$ cat src/design/spge_ram.sv
// generic single write port, single read port ram with registered read
// no dependencies
`default_nettype none

module spge_ram #(
  parameter int WIDTH = 8,
  parameter int DEPTH = 16
) (
  input  wire logic                     clk,
  input  wire logic                     we,
  input  wire logic [$clog2(DEPTH)-1:0] waddr,
  input  wire logic [WIDTH-1:0]         wdata,
  input  wire logic                     re,
  input  wire logic [$clog2(DEPTH)-1:0] raddr,
  output logic      [WIDTH-1:0]         rdata
);

  logic [WIDTH-1:0] mem [DEPTH];

  always_ff @(posedge clk) begin
    if (we) begin
      mem[waddr] <= wdata;
    end
    if (re) begin
      rdata <= mem[raddr];
    end
  end

endmodule

`default_nettype wire
$ cat config.mk
export PLATFORM = sky130hd
export DESIGN_NAME = spge_ram
export DESIGN_NICKNAME = d
export VERILOG_FILES = /design/src/design/spge_ram.sv
export SDC_FILE = /design/constraint.sdc
export NUM_CORES = 1
export LEC_CHECK = 0
export CAP_MARGIN = 20
export CELL_PAD_IN_SITES_DETAIL_PLACEMENT = 0
export CELL_PAD_IN_SITES_GLOBAL_PLACEMENT = 2
export CORE_ASPECT_RATIO = 1.4
export CORE_MARGIN = 2
export CORE_UTILIZATION = 50
export DETAILED_ROUTE_END_ITERATION = 10
export DONT_BUFFER_PORTS = 1
export PLACE_DENSITY_LB_ADDON = 0.1
export SLEW_MARGIN = 20
export SYNTH_ARGS = -nofsm -noshare
export SYNTH_HDL_FRONTEND = slang
export SYNTH_SLANG_ARGS = --single-unit
$ cat constraint.sdc
create_clock -name clk -period 1.9 [get_ports clk]
set_input_delay 0.095 -clock clk [delete_from_list [all_inputs] [get_ports clk]]
set_output_delay 0.095 -clock clk [all_outputs]
set_load 0.1 [all_outputs]
==> reports/metrics.csv, run 1 <==
stage,metric,value,unit
status,status,completed,
floorplan,start_util,0.508,
placement,gp_congestion,0.736,
timing,max-slew-margin-rel,0.514,
worst_setup_path,cp-start-kind,flip-flop,
timing,finalHoldViolCount,0,
timing,finalSetupViolations,0,
clock_tree,clockBufferDepth,2,
floorplan,dieHeight,125,um
global_routing,overflow,0,
logic_synthesis,netlist_area,5230,um2
global_routing,grt_pass1_wl,14900,um
logic_synthesis,avgSynthCellArea,22.8,um2
placement,dp_hpwl,6110,um
clock_tree,cts.repair.resized,0,
worst_setup_path,required,2.05,ns
cells_and_area,area_growth,18.4,%
worst_setup_path,arrival,1.66,ns
logic_synthesis,synthDistinctLibCells,18,
power,p_leak,0.00206,uW
cells_and_area,seq_area,4080,um2
timing,max_freq,663,MHz
drt,dr.pass1.iters,4,
timing,whs,0.0495,ns
cells_and_area,multi_input_area,1060,um2
global_routing,grt_max_degree,33,
logic_synthesis,synthTopCellsByArea,"edfxtp_1, mux4_2, mux4_1",
power,p_clk_frac,0.464,
worst_setup_path,worstSetupPathType,flip-flop to flip-flop,
drt,route.detailed.drc,0,
power,power_switching,1330,uW
floorplan,io-pin-count,27,
clock_tree,cts_tree,built,
drt,drtIter0Drc,149,
placement,pre_cts_ws,0.386,ns
flow_run,cap_viol_max_count,0,
floorplan,die-area,11300,um2
clock_tree,post_cts_buffers,0,
logic_synthesis,synth.largest_area_cell,edfxtp_1,
logic_synthesis,synth_top_area_share,0.781,
timing,skew,0.00547,ns
power,p_int,5690,uW
placement,portBuffers,0,
worst_setup_path,cp-end-kind,flip-flop,
power,p_seq_frac,0.484,
cells_and_area,fillers,740,
timing,min_period_over_period,0.794,
timing,fin_setup_tns,0,ns
logic_synthesis,synth_warnings,0,
floorplan,rows,44,
clock_tree,clock_latency,0.40,ns
global_routing,track_usage,0.183,
clock_tree,h-tree-depth,4,
power,irDropWorstVdd,745,uV
power,power_density,1130,nW/um2
floorplan,coreArea,10300,um2
drt,vias_per_cell,5.69,
timing,setup_slack,0.391,ns
clock_tree,cts_made_buffers,17,
clock_tree,cts_sinks,136,
worst_setup_path,path_max_fanout,1,
power,p_comb_frac,0.052,
logic_synthesis,synth_fp_nets,248,
global_routing,grt_pass1_vias,2598,
drt,ant_nets,0,
timing,tightest_slew,0.728,ns
cells_and_area,layout.nets,291,
worst_hold_path,hold_class,input pin to flip-flop,
cells_and_area,drive_above_1_share,0.242,
logic_synthesis,synth_cells,229,
drt,wl,9530,um
timing,rsz0062_at_grt,no,
timing,period_needed,1.51,ns
floorplan,chipWidth,90.4,um
global_routing,antenna_found_initial,2,
timing,drv_slew,0,
clock_tree,cts.reportedPaths.clkPinSlew,0.05,ns
logic_synthesis,ys_seq_area_frac,0.781,
power,p_sw_frac,0.190,
drt,wire_per_inst,22.5,um
logic_synthesis,synth-seq-cells,136,
drt,vias,2412,
clock_tree,clock_tree.root_cell,clkbuf_16,
==> metrics by stage <==
step,cells,instance area [um2],power [uW],util
after global routing,424,6190,7220,0.601
after floorplan,229,5230,3730,-
final,424,6190,7020,0.601
after CTS,423,6190,7080,0.601
after global placement,382,5500,3770,0.534
after detailed placement,382,5500,3770,0.534
==> critical path, stage by stage (launching register included) <==
cell	delay, ns
edfxtp_1	0.36
mux4_1	0.51
a22oi_1	0.29
nand2_1	0.10
==> metal layers <==
metal | up-vias | part of all wire | track usage
met5 | - | 0.0014 | 0
met4 | 2 | 0.0091 | 0.0724
met3 | 9 | 0.055 | 0.0584
met2 | 66 | 0.53 | 0.299
met1 | 1262 | 0.41 | 0.230
li1 | 1073 | - | -
==> path summary, 6_finish.rpt <==
| path | start | to | slack (ns) | cells after the start |
|---|---|---|---|---|
| setup / recovery | mem[1][1] | rdata[1] | 0.39 | 3 |
| hold / removal | waddr[0] | mem[4][7] | 0.05 | 2 |
| setup reg to reg | mem[1][1] | rdata[1] | 0.39 | 3 |
| hold reg to reg | mem[14][0] | rdata[0] | 0.75 | 3 |
==> cells in the mapped netlist <==
| master | count |
|---|---|
| edfxtp_1 | 136 |
| mux4_2 | 18 |
| a22oi_1 | 16 |
| mux4_1 | 14 |
| nor2_1 | 13 |
| nand2_1 | 9 |
| nor3_1 | 4 |
| buf_2 | 3 |
| buf_6 | 3 |
| clkdlybuf4s25_2 | 3 |
| nand2b_1 | 2 |
| nand3b_1 | 2 |
| and2_1 | 1 |
| and2b_1 | 1 |
| buf_4 | 1 |
| nand3_1 | 1 |
| nor2b_1 | 1 |
| or3b_2 | 1 |
==> cell usage in the layout, fill, tap and decap left out, drive strengths merged, types with 2 or more instances in the layout <==
master / n
nor3: 4
nand2b: 2
a22oi: 16
bufinv: 4
buf: 25
nand2: 9
edfxtp: 136
clkbuf: 21
nor2: 13
dlygate4sd3: 9
nand3b: 2
mux4: 32
clkinv: 6
==> repair_timing <==
| item | in CTS | in global routing |
|---|---|---|
| hold buffers | 9 | 0 |
| endpoints found under the hold margin | 136 | 0 |
| setup endpoints to repair | 0 | 0 |
==> cell type report <==
class | count | area share
diodes | 1 | 0.000404
clock inverters | 11 | 0.0249
flip-flops and latches | 136 | 0.660
multi-input cells | 83 | 0.171
clock buffers | 21 | 0.0712
repair buffers | 34 | 0.0449
well taps | 138 | 0.0279
==> state kept, by name, summed over array words and instances, names as in the netlist <==
signal,count
mem,128
rdata,8
==> power groups by stage <==
stage	logic, uW	clock network [uW]	registers, uW
CTS	367	3310	3400
global placement	309	0	3460
global route	389	3430	3400
detailed placement	312	0	3460
floorplan	171	0	3560
finish	365	3250	3400
==> logic make-up (layout without fill, tap and decap cells) <==
family                 Yosys count  count (layout)  share of synthesized area
AND/OR/NAND/NOR                 35              35                     0.0314
AO/OA/AOI/OAI                   16              16                     0.0230
buffers and inverters           10              66                     0.0165
other                            0               1                          0
multiplexers                    32              32                      0.148
flip-flops                     136             136                      0.781
No activity file was read; power rests on OpenSTA's default activity.
==> inputs of run 2 (changes only) <==
==> constraint.sdc (replaced) <==
create_clock -name clk -period 1.6 [get_ports clk]
set_input_delay 0.08 -clock clk [delete_from_list [all_inputs] [get_ports clk]]
set_output_delay 0.08 -clock clk [all_outputs]
set_load 0.1 [all_outputs]
==> run 2 against run 1 <==
Worst hold slack worse by 0.022 ns; sequential power is 19% higher; global-route usage is 0.20 points higher; final cell count is 0.24% higher; cell area is 1.3% higher; register-to-register slack worse by 0.30 ns; critical path depth stayed put; via count is 1.0% higher; flip-flop and latch count stayed put.
==> reports/metrics.csv, run 2 (synthesized netlist as in run 1, its figures left out) <==
stage,metric,value,unit,change
status,status,completed,,
clock_tree,post_cts_buffers,0,,unchanged
timing,finalSetupViolations,0,,unchanged
global_routing,grt_max_degree,33,,unchanged
cells_and_area,drive_above_1_share,0.265,,+0.0227
worst_setup_path,cp-startpoint,mem[0][1],,
timing,max-slew-margin-rel,0.630,,+0.116
floorplan,chipWidth,90.4,um,unchanged
worst_setup_path,required,1.75,ns,-0.30 ns
clock_tree,cts_tree,built,,
power,p_int,7080,uW,+24%
cells_and_area,seq_area,4080,um2,unchanged
cells_and_area,final_cell_mix,"edfxtp_1, buf_4, mux4_2, clkbuf_16, a22oi_1",,
drt,vias_per_cell,5.73,,+0.76%
floorplan,dieHeight,125,um,unchanged
cells_and_area,final_area,6270,um2,+1.3%
global_routing,antenna_found_initial,0,,-2
worst_setup_path,r2r_cells,3,,unchanged
floorplan,rows,44,,unchanged
drt,route.detailed.drc,0,,unchanged
worst_hold_path,min_from,waddr[0],,
drt,ant_nets,0,,unchanged
global_routing,grt_pass1_vias,2607,,+0.35%
flow_run,cap_viol_max_count,0,,unchanged
cells_and_area,area_growth,19.9,%,
timing,drv_slew,0,,unchanged
drt,wl,9440,um,-0.96%
floorplan,io-pin-count,27,,unchanged
drt,vias,2436,,+1.0%
cells_and_area,num_antenna_cells,0,,-1
cells_and_area,fillers,719,,-2.8%
worst_hold_path,min_to,mem[4][7],,
worst_setup_path,cp_cell_sequence,mux4_1 -> a22oi_1 -> nand2_1,,
power,p_comb_frac,0.050,,-0.002
power,power_density,1390,nW/um2,+23%
worst_hold_path,worstHoldPathCells,2,,unchanged
timing,finalHoldViolCount,0,,unchanged
clock_tree,clock_latency,0.41,ns,about the same
placement,postPlaceCellArea,5520,um2,+0.27%
placement,portBuffers,0,,unchanged
global_routing,track_usage,0.185,,+0.00200
timing,period_needed,1.51,ns,-0.00368 ns
timing,rsz0062_at_grt,no,,
worst_setup_path,rr_startpoint,mem[0][1],,
clock_tree,cts.reportedPaths.clkPinSlew,0.05,ns,about the same
power,fin_total_pwr,8720,uW,+24%
clock_tree,h-tree-depth,4,,unchanged
global_routing,grt_pass1_wl,14900,um,+0.37%
drt,wire_per_inst,22.2,um,-1.2%
power,irDropWorstVdd,1160,uV,+56%
timing,tightest_slew,0.554,ns,-0.174 ns
cells_and_area,layout.nets,293,,+0.69%
timing,fin_setup_tns,0,ns,unchanged
cells_and_area,multi_input_area,1060,um2,+0.47%
cells_and_area,regMostFlops,mem,,
worst_setup_path,cp-start-kind,flip-flop,,
worst_hold_path,hold_class,input pin to flip-flop,,
worst_setup_path,cp-end-kind,flip-flop,,
clock_tree,clockBufferDepth,2,,unchanged
drt,drtIter0Drc,262,,+76%
floorplan,die-area,11300,um2,unchanged
power,p_clk_frac,0.487,,+0.023
cells_and_area,final_util,0.609,,+0.00790
timing,min_period_over_period,0.941,,+0.147
cells_and_area,top_regs,"mem: 128 flops, rdata: 8 flops",,
global_routing,overflow,0,,unchanged
cells_and_area,final_common_cell,edfxtp_1,,
timing,skew,0.00480,ns,-0.000673 ns
worst_setup_path,max_stage_delay,0.50,ns,about the same
worst_setup_path,arrival,1.66,ns,about the same
power,p_seq_frac,0.463,,-0.021
power,p_sw_frac,0.188,,-0.00144
clock_tree,cts_sinks,136,,unchanged
clock_tree,clock_tree.root_cell,clkbuf_16,,
cells_and_area,largest_reg_flops,128,,unchanged
floorplan,start_util,0.508,,unchanged
clock_tree,cts_made_buffers,17,,unchanged
worst_setup_path,path_max_fanout,1,,unchanged
worst_setup_path,cpMaxStageDelayCell,mux4_1,,
drt,dr.pass1.iters,4,,unchanged
power,p_leak,0.00210,uW,+1.7%
power,power_switching,1640,uW,+23%
placement,dp_hpwl,6070,um,-0.76%
worst_setup_path,r2r-end,rdata[1],,
timing,max_freq,664,MHz,+0.24%
worst_setup_path,worstSetupPathType,flip-flop to flip-flop,,
placement,gp_congestion,0.776,,+5.4%
floorplan,coreArea,10300,um2,unchanged
worst_setup_path,reg2reg_slack,0.09,ns,-0.30 ns
run 2: changes by cell type in the layout (fill, tap and decap cells not counted), sizes merged:
cell,previous run,this run
clkinvlp,1,3
clkinv,6,5
bufinv,4,6
buf,25,27
diode,1,0
clkbuf,21,18
run 2: critical path, delay by kind of cell, from the launching register on:
family	cells	cell delay [ns]
flops	1	0.36
compound gates	1	0.31
simple gates	1	0.09
mux	1	0.50
run 2: what timing repair did:
item / in CTS / in global routing
setup endpoints to repair: 0 / 1
endpoints found under the hold margin: 136 / 0
hold buffers: 9 / 0
resized for setup: 0 / 1
run 2: worst max-delay path by stage:
stage,end,depth (start not counted)
2_1_floorplan,mem[0][0],2
3_3_place_gp,rdata[3],3
3_5_place_dp,rdata[3],3
4_1_cts,rdata[1],3
5_1_grt,rdata[1],3
6_report,rdata[1],3
run 2: layout make-up:
| type | instances | area share |
|---|---|---|
| repair buffers | 36 | 0.0467 |
| clock buffers | 18 | 0.0684 |
| clock inverters | 14 | 0.0365 |
| flip-flops and latches | 136 | 0.651 |
| well taps | 138 | 0.0275 |
| multi-input cells | 83 | 0.169 |
run 2: routing by layer:
layer / track usage / vias to the layer above / share of wire
met2: 0.295 / 80 / 0.53
met1: 0.233 / 1276 / 0.41
met4: 0.0805 / 0 / 0.017
met5: 0 / - / 0
met3: 0.0627 / 12 / 0.048
li1: - / 1068 / -
run 2: per-stage QoR:
stage	std cells	hold WS [ns]	setup WS (ns)
after global routing	425	0.0186	0.0126
after CTS	425	0.0119	0.0934
after global placement	384	0.180	0.127
final	425	0.0277	0.0947
after floorplan	229	0.179	0.0271
after detailed placement	384	0.180	0.0989
run 2: power groups by stage:
stage / Clock, uW / Combinational [uW] / Sequential, uW
2_1_floorplan: 0 / 203 / 4230
3_3_place_gp: 0 / 372 / 4110
3_5_place_dp: 0 / 372 / 4110
4_1_cts: 4320 / 437 / 4040
5_1_grt: 4500 / 465 / 4040
6_report: 4250 / 434 / 4040
